File: config.mk
export PLATFORM = sky130hd
export DESIGN_NAME = json_byte_tokenizer_top
export DESIGN_NICKNAME = d
export VERILOG_FILES = /design/src/hw/rtl/jbt_pkg.sv /design/src/hw/rtl/jbt_front.sv /design/src/hw/rtl/jbt_fifo.sv /design/src/hw/rtl/jbt_back.sv /design/src/hw/rtl/json_byte_tokenizer_top.sv
export SDC_FILE = /design/constraint.sdc
export NUM_CORES = 1
export LEC_CHECK = 0
export ABC_CLOCK_PERIOD_IN_PS = 20800
export BUFFER_PORTS_ARGS = -buffer_cell sky130_fd_sc_hd__buf_4
export CAP_MARGIN = 20
export CORE_ASPECT_RATIO = 2
export CORE_MARGIN = 2
export CORE_UTILIZATION = 35
export CTS_BUF_LIST = sky130_fd_sc_hd__clkbuf_4 sky130_fd_sc_hd__clkbuf_8
export CTS_CLUSTER_SIZE = 24
export DETAILED_ROUTE_END_ITERATION = 7
export GPL_TIMING_DRIVEN = 0
export MAX_ROUTING_LAYER = met4
export SLEW_MARGIN = 20
export SYNTH_ARGS = -nofsm -noshare
export SYNTH_HDL_FRONTEND = slang
export SYNTH_SLANG_ARGS = --single-unit
File: constraint.sdc
create_clock -name i_clk -period 20.8 [get_ports i_clk]
set_input_delay 1.04 -clock i_clk [delete_from_list [all_inputs] [get_ports i_clk]]
set_output_delay 1.04 -clock i_clk [all_outputs]
set_load 0.01 [all_outputs]
File: src/hw/rtl/jbt_pkg.sv
// Shared types and codes for the JSON byte tokenizer.
// No dependencies; used by jbt_front, jbt_fifo, jbt_back and the top level.
package jbt_pkg;

    localparam int OFFSET_BITS_DEF = 32;
    localparam int QUEUE_DEPTH_DEF = 4;
    localparam int MAX_TOKENS      = 3;

    // token types
    localparam logic [3:0] TT_START   = 4'd0;
    localparam logic [3:0] TT_LBRACE  = 4'd1;
    localparam logic [3:0] TT_RBRACE  = 4'd2;
    localparam logic [3:0] TT_LBRACK  = 4'd3;
    localparam logic [3:0] TT_RBRACK  = 4'd4;
    localparam logic [3:0] TT_COLON   = 4'd5;
    localparam logic [3:0] TT_COMMA   = 4'd6;
    localparam logic [3:0] TT_STRING  = 4'd7;
    localparam logic [3:0] TT_NUMBER  = 4'd8;
    localparam logic [3:0] TT_BOOLEAN = 4'd9;
    localparam logic [3:0] TT_NULL    = 4'd10;
    localparam logic [3:0] TT_END     = 4'd11;
    localparam logic [3:0] TT_ERROR   = 4'd12;

    // error codes
    localparam logic [1:0] ERR_NONE   = 2'd0;
    localparam logic [1:0] ERR_UNTERM = 2'd1;
    localparam logic [1:0] ERR_UNEXP  = 2'd2;

    typedef struct packed {
        logic [3:0]  ttype;
        logic [31:0] offset;
        logic [31:0] length;
        logic [1:0]  err;
    } t_tok;

    // all tokens caused by one byte; cnt is 1..3 when queued
    typedef struct packed {
        logic [1:0]           cnt;
        t_tok [MAX_TOKENS-1:0] tok;
    } t_bundle;

endpackage

File: src/hw/rtl/jbt_front.sv
// Front end: accepts text bytes, classifies them and updates the scan state.
// Emits one bundle of up to three tokens for each byte that yields any. Depends on jbt_pkg.
module jbt_front #(
    parameter int OFFSET_BITS = jbt_pkg::OFFSET_BITS_DEF
) (
    input  logic             i_clk,
    input  logic             i_rst_n,
    input  logic             i_valid,
    output logic             o_ready,
    input  logic [7:0]       i_text_byte,
    input  logic             i_final_byte,
    input  logic             i_full,
    output logic             o_push,
    output jbt_pkg::t_bundle o_bundle
);

    localparam logic [OFFSET_BITS-1:0] PosMax = '1;

    localparam logic [7:0] CH_QUOTE  = 8'h22;
    localparam logic [7:0] CH_BSLASH = 8'h5C;
    localparam logic [7:0] CH_LBRACE = 8'h7B;
    localparam logic [7:0] CH_RBRACE = 8'h7D;
    localparam logic [7:0] CH_LBRACK = 8'h5B;
    localparam logic [7:0] CH_RBRACK = 8'h5D;
    localparam logic [7:0] CH_COLON  = 8'h3A;
    localparam logic [7:0] CH_COMMA  = 8'h2C;
    localparam logic [7:0] CH_MINUS  = 8'h2D;
    localparam logic [7:0] CH_PLUS   = 8'h2B;
    localparam logic [7:0] CH_DOT    = 8'h2E;
    localparam logic [7:0] CH_LC_E   = 8'h65;
    localparam logic [7:0] CH_UC_E   = 8'h45;
    localparam logic [7:0] CH_ZERO   = 8'h30;
    localparam logic [7:0] CH_NINE   = 8'h39;
    localparam logic [7:0] CH_SPACE  = 8'h20;
    localparam logic [7:0] CH_TAB    = 8'h09;
    localparam logic [7:0] CH_CR     = 8'h0D;

    localparam logic [1:0] W_NULL  = 2'd0;
    localparam logic [1:0] W_TRUE  = 2'd1;
    localparam logic [1:0] W_FALSE = 2'd2;

    localparam int NCAND = 5;

    typedef enum logic [5:0] {
        M_IDLE    = 6'b000001,
        M_NORMAL  = 6'b000010,
        M_STRING  = 6'b000100,
        M_NUMBER  = 6'b001000,
        M_LITERAL = 6'b010000,
        M_DROP    = 6'b100000
    } t_mode;

    typedef enum logic [2:0] {
        CK_SPACE,
        CK_PUNCT,
        CK_QUOTE,
        CK_WORD,
        CK_NUM,
        CK_BAD
    } t_kind;

    typedef struct packed {
        t_kind      kind;
        logic [3:0] ttype;
        logic [1:0] word;
    } t_cls;

    function automatic t_cls classify(input logic [7:0] b);
        t_cls c;
        c.kind  = CK_BAD;
        c.ttype = jbt_pkg::TT_ERROR;
        c.word  = W_NULL;
        priority if (b == CH_SPACE || (b >= CH_TAB && b <= CH_CR)) begin
            c.kind = CK_SPACE;
        end else if (b == CH_LBRACE) begin
            c.kind  = CK_PUNCT;
            c.ttype = jbt_pkg::TT_LBRACE;
        end else if (b == CH_RBRACE) begin
            c.kind  = CK_PUNCT;
            c.ttype = jbt_pkg::TT_RBRACE;
        end else if (b == CH_LBRACK) begin
            c.kind  = CK_PUNCT;
            c.ttype = jbt_pkg::TT_LBRACK;
        end else if (b == CH_RBRACK) begin
            c.kind  = CK_PUNCT;
            c.ttype = jbt_pkg::TT_RBRACK;
        end else if (b == CH_COLON) begin
            c.kind  = CK_PUNCT;
            c.ttype = jbt_pkg::TT_COLON;
        end else if (b == CH_COMMA) begin
            c.kind  = CK_PUNCT;
            c.ttype = jbt_pkg::TT_COMMA;
        end else if (b == CH_QUOTE) begin
            c.kind = CK_QUOTE;
        end else if (b == "n") begin
            c.kind = CK_WORD;
            c.word = W_NULL;
        end else if (b == "t") begin
            c.kind = CK_WORD;
            c.word = W_TRUE;
        end else if (b == "f") begin
            c.kind = CK_WORD;
            c.word = W_FALSE;
        end else if ((b >= CH_ZERO && b <= CH_NINE) || b == CH_MINUS) begin
            c.kind = CK_NUM;
        end else begin
            c.kind = CK_BAD;
        end
        return c;
    endfunction

    function automatic logic is_num_char(input logic [7:0] b);
        return (b >= CH_ZERO && b <= CH_NINE) || b == CH_DOT || b == CH_LC_E ||
               b == CH_UC_E || b == CH_PLUS || b == CH_MINUS;
    endfunction

    function automatic logic [2:0] word_len(input logic [1:0] w);
        return (w == W_FALSE) ? 3'd5 : 3'd4;
    endfunction

    function automatic logic [7:0] word_char(input logic [1:0] w, input logic [2:0] m);
        logic [7:0] c;
        c = 8'h00;
        unique case (w)
            W_TRUE: begin
                unique case (m)
                    3'd0: c = "t";
                    3'd1: c = "r";
                    3'd2: c = "u";
                    3'd3: c = "e";
                    default: c = 8'h00;
                endcase
            end
            W_FALSE: begin
                unique case (m)
                    3'd0: c = "f";
                    3'd1: c = "a";
                    3'd2: c = "l";
                    3'd3: c = "s";
                    3'd4: c = "e";
                    default: c = 8'h00;
                endcase
            end
            default: begin
                unique case (m)
                    3'd0: c = "n";
                    3'd1: c = "u";
                    3'd2: c = "l";
                    3'd3: c = "l";
                    default: c = 8'h00;
                endcase
            end
        endcase
        return c;
    endfunction

    function automatic jbt_pkg::t_tok mk_tok(input logic [3:0] t, input logic [31:0] off,
                                             input logic [31:0] len, input logic [1:0] e);
        jbt_pkg::t_tok k;
        k.ttype  = t;
        k.offset = off;
        k.length = len;
        k.err    = e;
        return k;
    endfunction

    t_mode                  r_mode, n_mode;
    logic [OFFSET_BITS-1:0] r_pos, n_pos;
    logic [OFFSET_BITS-1:0] r_begin, n_begin;
    logic                   r_bslash, n_bslash;
    logic [1:0]             r_word, n_word;
    logic [2:0]             r_matched, n_matched;

    logic                   fire;
    t_mode                  mode_eff;
    t_cls                   cls;
    logic                   disp;
    logic [OFFSET_BITS-1:0] pos_nx;
    logic [OFFSET_BITS-1:0] len_cur;
    logic [OFFSET_BITS-1:0] len_fin;
    logic [1:0]             w_sel;
    logic [2:0]             w_len;
    logic                   w_hit;
    logic [NCAND-1:0]       cand_v;
    jbt_pkg::t_tok          cand_tok [NCAND];
    logic [2:0]             cnt;
    jbt_pkg::t_bundle       bundle;

    assign o_ready = !i_full;
    assign fire    = i_valid && !i_full;

    assign pos_nx  = (r_pos == PosMax) ? r_pos : r_pos + OFFSET_BITS'(1);
    assign len_cur = r_pos - r_begin;
    assign cls     = classify(i_text_byte);
    assign w_sel   = (r_word == 2'd3) ? W_NULL : r_word;
    assign w_len   = word_len(w_sel);
    assign w_hit   = (r_matched < w_len) && (i_text_byte == word_char(w_sel, r_matched));

    always_comb begin
        n_mode    = r_mode;
        n_pos     = r_pos;
        n_begin   = r_begin;
        n_bslash  = r_bslash;
        n_word    = r_word;
        n_matched = r_matched;
        disp      = 1'b0;
        cand_v    = '0;
        for (int k = 0; k < NCAND; k++) begin
            cand_tok[k] = '0;
        end

        mode_eff = (r_mode == M_IDLE) ? M_NORMAL : r_mode;
        if (r_mode == M_IDLE) begin
            n_mode      = M_NORMAL;
            cand_v[0]   = 1'b1;
            cand_tok[0] = mk_tok(jbt_pkg::TT_START, 32'd0, 32'd0, jbt_pkg::ERR_NONE);
        end

        unique case (mode_eff)
            M_STRING: begin
                if (i_text_byte == CH_QUOTE && !r_bslash) begin
                    cand_v[1]   = 1'b1;
                    cand_tok[1] = mk_tok(jbt_pkg::TT_STRING, 32'(r_begin), 32'(len_cur),
                                         jbt_pkg::ERR_NONE);
                    n_mode      = M_NORMAL;
                end else begin
                    n_bslash = (i_text_byte == CH_BSLASH);
                end
            end
            M_LITERAL: begin
                if (w_hit) begin
                    n_matched = r_matched + 3'd1;
                    if (r_matched + 3'd1 == w_len) begin
                        cand_v[1]   = 1'b1;
                        cand_tok[1] = mk_tok((w_sel == W_NULL) ? jbt_pkg::TT_NULL
                                                               : jbt_pkg::TT_BOOLEAN,
                                             32'(r_begin), 32'(w_len), jbt_pkg::ERR_NONE);
                        n_mode      = M_NORMAL;
                    end
                end else begin
                    cand_v[1]   = 1'b1;
                    cand_tok[1] = mk_tok(jbt_pkg::TT_ERROR, 32'(r_begin), 32'd0,
                                         jbt_pkg::ERR_UNEXP);
                    n_mode      = M_DROP;
                end
            end
            M_NUMBER: begin
                if (!is_num_char(i_text_byte)) begin
                    cand_v[1]   = 1'b1;
                    cand_tok[1] = mk_tok(jbt_pkg::TT_NUMBER, 32'(r_begin), 32'(len_cur),
                                         jbt_pkg::ERR_NONE);
                    n_mode      = M_NORMAL;
                    disp        = 1'b1;
                end
            end
            M_NORMAL: begin
                disp = 1'b1;
            end
            default: begin
            end
        endcase

        if (disp) begin
            unique case (cls.kind)
                CK_PUNCT: begin
                    cand_v[2]   = 1'b1;
                    cand_tok[2] = mk_tok(cls.ttype, 32'(r_pos), 32'd1, jbt_pkg::ERR_NONE);
                end
                CK_QUOTE: begin
                    n_begin  = pos_nx;
                    n_bslash = 1'b0;
                    n_mode   = M_STRING;
                end
                CK_WORD: begin
                    n_begin   = r_pos;
                    n_word    = cls.word;
                    n_matched = 3'd1;
                    n_mode    = M_LITERAL;
                end
                CK_NUM: begin
                    n_begin = r_pos;
                    n_mode  = M_NUMBER;
                end
                CK_BAD: begin
                    cand_v[2]   = 1'b1;
                    cand_tok[2] = mk_tok(jbt_pkg::TT_ERROR, 32'(r_pos), 32'd0,
                                         jbt_pkg::ERR_UNEXP);
                    n_mode      = M_DROP;
                end
                default: begin
                    // whitespace: skip
                end
            endcase
        end

        len_fin = pos_nx - n_begin;

        if (i_final_byte) begin
            unique case (n_mode)
                M_STRING: begin
                    cand_v[3]   = 1'b1;
                    cand_tok[3] = mk_tok(jbt_pkg::TT_ERROR, 32'(n_begin), 32'd0,
                                         jbt_pkg::ERR_UNTERM);
                end
                M_LITERAL: begin
                    cand_v[3]   = 1'b1;
                    cand_tok[3] = mk_tok(jbt_pkg::TT_ERROR, 32'(n_begin), 32'd0,
                                         jbt_pkg::ERR_UNEXP);
                end
                M_NUMBER: begin
                    cand_v[3]   = 1'b1;
                    cand_tok[3] = mk_tok(jbt_pkg::TT_NUMBER, 32'(n_begin), 32'(len_fin),
                                         jbt_pkg::ERR_NONE);
                    cand_v[4]   = 1'b1;
                    cand_tok[4] = mk_tok(jbt_pkg::TT_END, 32'(pos_nx), 32'd0,
                                         jbt_pkg::ERR_NONE);
                end
                M_NORMAL: begin
                    cand_v[4]   = 1'b1;
                    cand_tok[4] = mk_tok(jbt_pkg::TT_END, 32'(pos_nx), 32'd0,
                                         jbt_pkg::ERR_NONE);
                end
                default: begin
                end
            endcase
            // text done: back to reset state
            n_mode    = M_IDLE;
            n_pos     = '0;
            n_begin   = '0;
            n_bslash  = 1'b0;
            n_word    = W_NULL;
            n_matched = 3'd0;
        end else begin
            n_pos = pos_nx;
        end

        // pack the candidates in order
        cnt    = 3'd0;
        bundle = '0;
        for (int k = 0; k < NCAND; k++) begin
            if (cand_v[k]) begin
                if (cnt < 3'(jbt_pkg::MAX_TOKENS)) begin
                    bundle.tok[cnt[1:0]] = cand_tok[k];
                end
                cnt = cnt + 3'd1;
            end
        end
        bundle.cnt = cnt[1:0];
    end

    assign o_push   = fire && (cnt != 3'd0);
    assign o_bundle = bundle;

    always_ff @(posedge i_clk) begin
        if (!i_rst_n) begin
            r_mode    <= M_IDLE;
            r_pos     <= '0;
            r_begin   <= '0;
            r_bslash  <= 1'b0;
            r_word    <= W_NULL;
            r_matched <= 3'd0;
        end else if (fire) begin
            r_mode    <= n_mode;
            r_pos     <= n_pos;
            r_begin   <= n_begin;
            r_bslash  <= n_bslash;
            r_word    <= n_word;
            r_matched <= n_matched;
        end
    end

endmodule

File: src/hw/rtl/jbt_fifo.sv
// Short queue of token bundles between the front and back ends.
// Depends on jbt_pkg for the bundle type.
module jbt_fifo #(
    parameter int DEPTH = jbt_pkg::QUEUE_DEPTH_DEF
) (
    input  logic             i_clk,
    input  logic             i_rst_n,
    input  logic             i_push,
    input  jbt_pkg::t_bundle i_data,
    output logic             o_full,
    input  logic             i_pop,
    output logic             o_empty,
    output jbt_pkg::t_bundle o_data
);

    localparam int AW = (DEPTH > 1) ? $clog2(DEPTH) : 1;
    localparam int CW = $clog2(DEPTH + 1);
    localparam logic [AW-1:0] LastIdx = AW'(DEPTH - 1);

    jbt_pkg::t_bundle r_mem [DEPTH];
    logic [AW-1:0]    r_wr, r_rd;
    logic [CW-1:0]    r_count;
    logic             do_push, do_pop;

    assign o_full  = (r_count == CW'(DEPTH));
    assign o_empty = (r_count == '0);
    assign o_data  = r_mem[r_rd];
    assign do_push = i_push && !o_full;
    assign do_pop  = i_pop && !o_empty;

    always_ff @(posedge i_clk) begin
        if (do_push) begin
            r_mem[r_wr] <= i_data;
        end
    end

    always_ff @(posedge i_clk) begin
        if (!i_rst_n) begin
            r_wr    <= '0;
            r_rd    <= '0;
            r_count <= '0;
        end else begin
            if (do_push) begin
                r_wr <= (r_wr == LastIdx) ? '0 : r_wr + AW'(1);
            end
            if (do_pop) begin
                r_rd <= (r_rd == LastIdx) ? '0 : r_rd + AW'(1);
            end
            if (do_push && !do_pop) begin
                r_count <= r_count + CW'(1);
            end else if (do_pop && !do_push) begin
                r_count <= r_count - CW'(1);
            end
        end
    end

endmodule

File: src/hw/rtl/jbt_back.sv
// Back end: takes bundles from the queue and hands out their tokens one per transfer.
// Depends on jbt_pkg for the bundle and token types.
module jbt_back (
    input  logic             i_clk,
    input  logic             i_rst_n,
    input  logic             i_empty,
    input  jbt_pkg::t_bundle i_data,
    output logic             o_pop,
    output logic             o_valid,
    input  logic             i_ready,
    output logic [3:0]       o_token_type,
    output logic [31:0]      o_token_offset,
    output logic [31:0]      o_token_length,
    output logic [1:0]       o_error_code,
    output logic             o_last_result
);

    jbt_pkg::t_bundle r_cur;
    logic             r_have;
    logic [1:0]       r_idx;
    logic             last_slot;
    logic             advance;
    jbt_pkg::t_tok    tok;

    assign last_slot = (r_idx == r_cur.cnt - 2'd1);
    assign advance   = !r_have || (i_ready && last_slot);
    assign o_pop     = advance && !i_empty;
    assign o_valid   = r_have;
    assign tok       = r_cur.tok[r_idx];

    assign o_token_type   = tok.ttype;
    assign o_token_offset = tok.offset;
    assign o_token_length = tok.length;
    assign o_error_code   = tok.err;
    assign o_last_result  = last_slot;

    always_ff @(posedge i_clk) begin
        if (o_pop) begin
            r_cur <= i_data;
        end
    end

    always_ff @(posedge i_clk) begin
        if (!i_rst_n) begin
            r_have <= 1'b0;
            r_idx  <= 2'd0;
        end else if (advance) begin
            // load the next bundle, or go empty
            r_have <= !i_empty;
            r_idx  <= 2'd0;
        end else if (i_ready) begin
            r_idx <= r_idx + 2'd1;
        end
    end

endmodule

File: src/hw/rtl/json_byte_tokenizer_top.sv
// Top level of the JSON byte tokenizer: front end, bundle queue, back end.
// Depends on jbt_pkg, jbt_front, jbt_fifo and jbt_back.
//
//  channel | direction | handshake                 | payload
//  --------+-----------+---------------------------+-------------------------------------
//  input   | in        | i_in_valid / o_in_ready   | i_text_byte, i_final_byte
//  output  | out       | o_out_valid / i_out_ready | o_token_type, o_token_offset,
//          |           |                           | o_token_length, o_error_code,
//          |           |                           | o_last_result
//
// One byte is taken per cycle while the queue has room; its tokens (0 to 3) are
// classified in the same cycle and, if there are any, queued as one bundle.
// The back end hands out one token per cycle while the receiver is ready and tokens
// are waiting; the queue absorbs bursts of multi-token bytes.
// The first token of a byte is registered in the queue and then in the back end.
// Reset is synchronous and active low; no clearing pass is needed.
module json_byte_tokenizer_top #(
    parameter int OFFSET_BITS = jbt_pkg::OFFSET_BITS_DEF,
    parameter int QUEUE_DEPTH = jbt_pkg::QUEUE_DEPTH_DEF
) (
    input  logic        i_clk,
    input  logic        i_rst_n,
    input  logic        i_in_valid,
    output logic        o_in_ready,
    input  logic [7:0]  i_text_byte,
    input  logic        i_final_byte,
    output logic        o_out_valid,
    input  logic        i_out_ready,
    output logic [3:0]  o_token_type,
    output logic [31:0] o_token_offset,
    output logic [31:0] o_token_length,
    output logic [1:0]  o_error_code,
    output logic        o_last_result
);

    logic             q_full, q_empty, q_push, q_pop;
    jbt_pkg::t_bundle q_wdata, q_rdata;

    jbt_front #(
        .OFFSET_BITS(OFFSET_BITS)
    ) u_front (
        .i_clk       (i_clk),
        .i_rst_n     (i_rst_n),
        .i_valid     (i_in_valid),
        .o_ready     (o_in_ready),
        .i_text_byte (i_text_byte),
        .i_final_byte(i_final_byte),
        .i_full      (q_full),
        .o_push      (q_push),
        .o_bundle    (q_wdata)
    );

    jbt_fifo #(
        .DEPTH(QUEUE_DEPTH)
    ) u_fifo (
        .i_clk  (i_clk),
        .i_rst_n(i_rst_n),
        .i_push (q_push),
        .i_data (q_wdata),
        .o_full (q_full),
        .i_pop  (q_pop),
        .o_empty(q_empty),
        .o_data (q_rdata)
    );

    jbt_back u_back (
        .i_clk         (i_clk),
        .i_rst_n       (i_rst_n),
        .i_empty       (q_empty),
        .i_data        (q_rdata),
        .o_pop         (q_pop),
        .o_valid       (o_out_valid),
        .i_ready       (i_out_ready),
        .o_token_type  (o_token_type),
        .o_token_offset(o_token_offset),
        .o_token_length(o_token_length),
        .o_error_code  (o_error_code),
        .o_last_result (o_last_result)
    );

    // error tokens carry no text
    a_err_len: assert property (@(posedge i_clk) disable iff (!i_rst_n)
        o_out_valid && o_token_type == jbt_pkg::TT_ERROR |-> o_token_length == 32'd0)
        else $error("error token with non-zero length");

    // an error code only ever rides on an error token
    a_err_code: assert property (@(posedge i_clk) disable iff (!i_rst_n)
        o_out_valid && o_token_type != jbt_pkg::TT_ERROR
            |-> o_error_code == jbt_pkg::ERR_NONE)
        else $error("error code on a non-error token");

    // a start marker sits at offset zero and carries no text
    a_start_zero: assert property (@(posedge i_clk) disable iff (!i_rst_n)
        o_out_valid && o_token_type == jbt_pkg::TT_START
            |-> o_token_offset == 32'd0 && o_token_length == 32'd0)
        else $error("start marker with non-zero offset or length");

    // the queue is never pushed while full
    a_no_overflow: assert property (@(posedge i_clk) disable iff (!i_rst_n)
        q_push |-> !q_full)
        else $error("bundle queue overflow");

endmodule

==> summary.md <==
The flow ran to the end, and the final reports show no timing, DRC or antenna violations. The run gives 253 mm as the first-pass GRT wire length. The cell count of the worst reg-to-reg path came out at 23. Dividing the detail-routed wire length by the instance count gives 30.7 um. The tools report the number of hold violations in the final report as 0.

Dividing total power by cell area gives a power density of 116 mW/mm2. In this run, distinct cell masters in the synthesized netlist total 103. The initial utilization of the core area, before any placement, comes to 35.1%.

Fraction of post-synthesis cell area in the top cell type by area: 61.8%. The number of setup buffers added after CTS is 0, and the data required time at the worst endpoint is 21.38 ns. Setup slack of the critical path after layout: 10.79 ns. The count of pins on the block boundary came out at 86. For this design, the slowest cell found on the critical path is sky130_fd_sc_hd__a211oi_1. The cell that appears most often on the critical path is sky130_fd_sc_hd__clkbuf_1. The final clock skew was 0.0810 ns. For this run, the leading register cell type out of synthesis is sky130_fd_sc_hd__edfxtp_1.

In this run the remaining antenna-violating nets after routing total 0. The run gives 19.6 nW as the cell leakage power. The clock transition at the register clock pins on the worst setup and hold paths after CTS works out to 0.07 ns. For the fraction of the yosys area taken by sequential cells, the log shows 65.1%.

In this design, the stage delay of the slowest critical-path cell is 1.05 ns. The number of enable flip-flop cells after synthesis was 1060; the number of remaining DRC errors was 0. The maximum clock frequency was 0.0999 GHz. The worst IR drop on VDD is 0.0000607 V. The routed wire length is 180 mm.

The tools report the launch point of the worst reg-to-reg path as u_front.r_pos[17]. Detailed placement ended at an HPWL of 134 mm. Setup violations remaining at the end of the flow were counted as 0. The clock drives 1146 sinks.

The worst setup path is captured at a flop. The placement row count was 199; the count of buffering cells on the critical path with inverters included was 4. For the pin with the worst max-slew slack, the measured transition is 1.34 ns. The total overflow reported by the global router is 0, and the register bit total from synthesis is 1146.

The post-route standard cell area excluding fillers is 0.0588 mm2. The number of nets in the synthesized netlist is 3646. The largest net degree at the start of global routing was 44; the number of global-route vias before repair was 34500. The count of buffers inserted at the top-level ports is 81. The congestion estimate from routability-driven global placement came to 1.04.

The post-route netlist has 18.1% of its cells at a drive strength greater than 1. For this run, the number of Yosys warnings is 0. The class of the tightest hold or removal check was input port to flop. OpenSTA, run right after detailed placement, puts the worst setup slack at 11.02 ns. The gate count after technology mapping is 3540, and the iteration-0 DRC count of the detailed router is 2642. In this run the worst path has a maximum fanout of 10. Counting flops with an async set or reset pin after synthesis yields a share of 0%. The leading area contributor after synthesis was sky130_fd_sc_hd__edfxtp_1. The H-tree was split into 4 levels.

The tools report the normalized max-slew margin as 8.35%. The startpoint-to-endpoint class of the critical path is flop to flop. Relative to the synthesized area, the layout overhead comes to 14.1%. The die area came out at 0.151 mm2. The die is 275 um wide. STA classifies the critical path startpoint as a flop. The netlist area before placement came out at 0.0515 mm2. The overall die height came out at 547 um.

Clock latency on the worst-skew pair, taken at its later pin, is 0.92 ns. Number of gates resized after cts: 0. The tools report the master cell of the clock root buffer as sky130_fd_sc_hd__clkbuf_8. The number of hold buffers added after CTS was 0. After layout, the minimum clock period comes to 10.01 ns. The average cell area after synthesis works out to 14.6 um2. Kind of cell adding the most delay to the critical path: simple AND/OR/NAND/NOR gates. Summing over every cut layer, the via total after detailed routing is 33100.

The logs give 10.59 ns for the data arrival time of the critical path and 7 for the number of optimization iterations in the first detailed-route pass. The logs give 0.147 mm2 for the placeable core region and 0 for the count of pins over their slew limit. The worst register-to-register path ends at u_fifo.r_mem[2][173].

The overall global routing resource usage is 24.6%, and the worst hold path stage count is 3. End point of the most critical hold path: u_back.r_idx[0]. TritonCTS created 162 clock buffers. Summing all placed instances gives a cell area of 0.0556 mm2. In this run the most critical hold path is launched from i_out_ready. The initial antenna violation count was 3; the via-per-instance ratio was 5.64.

Across the run, the number of max-cap violations was 0. The final layout contains 3937 nets. By area the synthesized netlist is led by sky130_fd_sc_hd__edfxtp_1 62%, sky130_fd_sc_hd__mux4_2 9.3%, sky130_fd_sc_hd__dfxtp_1 3.3%, sky130_fd_sc_hd__nor2_1 2.5%, sky130_fd_sc_hd__ha_1 2.2%. Setup repair after global routing left no endpoint under its margin. TritonCTS built the clock tree. Counting along the longest clock path gives a buffer depth of 4. Walking the worst path, the cells encountered are clkbuf_1 > nand4_1 > or4_1 > clkbuf_1 > nor4b_2 > buf_2 > nor3_1 > xnor2_1 > a22oi_1 > nor2_1 > a21oi_1 > ha_1 > and3_1 > nand4_1 > a211oi_1 > or3b_2 > clkbuf_1 > a311o_1 > and3_1 > a41oi_1 > a21oi_1 > xor2_1 > nor2_1. The ratio of final minimum period to clock period came out at 48.1%.

The tools report the slack of the worst reg-to-reg path as 10.79 ns.
-- where the power goes --
group | switching [mW] | internal (mW) | total (mW)
clock | 0.873 | 0.925 | 1.80
combinational | 1.08 | 0.744 | 1.82
sequential | 0.107 | 3.12 | 3.23
total | 2.06 | 4.79 | 6.85
-- worst max path at each step --
stage	endpoint	cells past startpoint	start
after CTS	u_fifo.r_mem[2][31]	23	u_front.r_pos[17]
after floorplan	u_fifo.r_count[2]	12	u_back.r_idx[1]
after detailed placement	u_fifo.r_mem[0][173]	23	i_text_byte[6]
after global routing	u_fifo.r_mem[2][33]	23	u_front.r_pos[17]
final	u_fifo.r_mem[2][173]	23	u_front.r_pos[17]
after global placement	u_fifo.r_count[2]	12	u_back.r_idx[1]
-- cell families (layout without fill, tap and decap cells) --
kind of cell	after synthesis	in the layout	share of synthesized area [%]
other	0	1	0
buffers and inverters	320	730	2.52
adders and majority gates	93	93	2.32
xor gates and xnor gates	88	88	1.51
DFF	1146	1146	65.1
AOI/OAI and AO/OA	695	695	9.00
muxes	336	336	11.7
and+or+nand+nor	862	862	7.83
-- flip-flops by register name, summed over array words and instances, names as in the netlist --
register,cells
u_fifo.r_rd,2
u_fifo.r_count,3
u_front.r_begin,32
u_fifo.r_wr,2
u_fifo.r_mem,848
u_back.r_cur,212
u_front.r_word,2
u_front.r_matched,3
u_front.r_bslash,1
u_back.r_idx,2
u_back.o_valid,1
u_front.r_pos,32
u_front.r_mode,6
-- area by class of cell --
type,instances,area (um2)
diodes,1,2.50
plain buffers,218,937
clock buffers,198,2510
clock inverters,85,669
fillers,13500,87800
inverters,102,383
multi-input cells,2074,16800
flip-flops and latches,1146,33600
well taps,1909,2390
repair buffers,127,1600
-- Yosys cell counts (11+ instances only) --
library cell	count
sky130_fd_sc_hd__a21o_1	35
sky130_fd_sc_hd__a221o_1	30
sky130_fd_sc_hd__mux4_2	212
sky130_fd_sc_hd__clkbuf_1	130
sky130_fd_sc_hd__o21a_1	16
sky130_fd_sc_hd__edfxtp_1	1060
sky130_fd_sc_hd__buf_2	39
sky130_fd_sc_hd__a221oi_1	16
sky130_fd_sc_hd__o221ai_1	11
sky130_fd_sc_hd__mux2i_1	106
sky130_fd_sc_hd__a211oi_1	21
sky130_fd_sc_hd__nor3_1	66
sky130_fd_sc_hd__buf_1	38
sky130_fd_sc_hd__o31ai_1	12
sky130_fd_sc_hd__nand2_1	226
sky130_fd_sc_hd__nor2b_1	18
sky130_fd_sc_hd__or3_1	13
sky130_fd_sc_hd__and3_1	30
sky130_fd_sc_hd__and2_1	14
sky130_fd_sc_hd__a2bb2oi_1	27
sky130_fd_sc_hd__nand3_1	45
sky130_fd_sc_hd__nor2_1	339
sky130_fd_sc_hd__o21ai_0	182
sky130_fd_sc_hd__inv_1	101
sky130_fd_sc_hd__nor3b_1	12
sky130_fd_sc_hd__ha_1	89
sky130_fd_sc_hd__xor2_1	27
sky130_fd_sc_hd__dfxtp_1	86
sky130_fd_sc_hd__mux2_1	13
sky130_fd_sc_hd__a22oi_1	78
sky130_fd_sc_hd__nand4_1	15
sky130_fd_sc_hd__nand2b_1	13
sky130_fd_sc_hd__a21oi_1	163
sky130_fd_sc_hd__xnor2_1	60
-- worst reg2reg max path: stages (launching register included) --
cell and delay (ns):
sky130_fd_sc_hd__dfxtp_1 0.47, sky130_fd_sc_hd__clkbuf_1 0.35, sky130_fd_sc_hd__nand4_1 0.34, sky130_fd_sc_hd__or4_1 0.53
sky130_fd_sc_hd__clkbuf_1 0.19, sky130_fd_sc_hd__nor4b_2 0.77, sky130_fd_sc_hd__buf_2 0.44, sky130_fd_sc_hd__nor3_1 0.15
sky130_fd_sc_hd__xnor2_1 0.91, sky130_fd_sc_hd__a22oi_1 0.16, sky130_fd_sc_hd__nor2_1 0.15, sky130_fd_sc_hd__a21oi_1 0.22
sky130_fd_sc_hd__ha_1 0.56, sky130_fd_sc_hd__and3_1 0.38, sky130_fd_sc_hd__nand4_1 0.29, sky130_fd_sc_hd__a211oi_1 1.05
sky130_fd_sc_hd__or3b_2 0.28, sky130_fd_sc_hd__clkbuf_1 0.26, sky130_fd_sc_hd__a311o_1 0.31, sky130_fd_sc_hd__and3_1 0.29
sky130_fd_sc_hd__a41oi_1 0.24, sky130_fd_sc_hd__a21oi_1 0.31, sky130_fd_sc_hd__xor2_1 0.79, sky130_fd_sc_hd__nor2_1 0.28
-- through the flow --
| stage | std cells | TNS (ns) | total power, mW | util (%) | hold WS (ns) |
|---|---|---|---|---|---|
| after floorplan | 3540 | 0 | 4.42 | - | 0.454 |
| after CTS | 5857 | 0 | 6.93 | 40.1 | 0.447 |
| after global routing | 5860 | 0 | 7.12 | 40.1 | 0.467 |
| after global placement | 5530 | -5.65 | 5.24 | 37.2 | 0.476 |
| final | 5860 | 0 | 6.85 | 40.1 | 0.487 |
| after detailed placement | 5574 | 0 | 5.14 | 37.9 | 0.482 |
-- cells in the final DEF (no fill, tap or decap), drive strengths merged, types with 12 or more instances in the layout --
master / instances
a211oi: 21
a21o: 36
a21oi: 164
a221o: 30
a221oi: 17
a22oi: 78
a2bb2oi: 27
a31oi: 12
and2: 14
and3: 30
buf: 212
clkbuf: 331
clkinv: 65
dfxtp: 86
edfxtp: 1060
ha: 89
inv: 104
mux2: 18
mux2i: 106
mux4: 212
nand2: 228
nand2b: 13
nand3: 46
nand4: 17
nor2: 340
nor2b: 18
nor3: 68
nor3b: 13
o21a: 16
o21ai: 191
o221ai: 12
o31ai: 12
or3: 13
xnor2: 60
xor2: 28
-- metal layers --
metal	part of all wire, %	global-route usage, %	routed length [um]
met5	0	-	0
met4	9.9	20.0	17800
met3	4.4	3.13	7890
met2	53	43.1	94800
met1	33	24.2	59700
(Power assumes the default switching activity.)
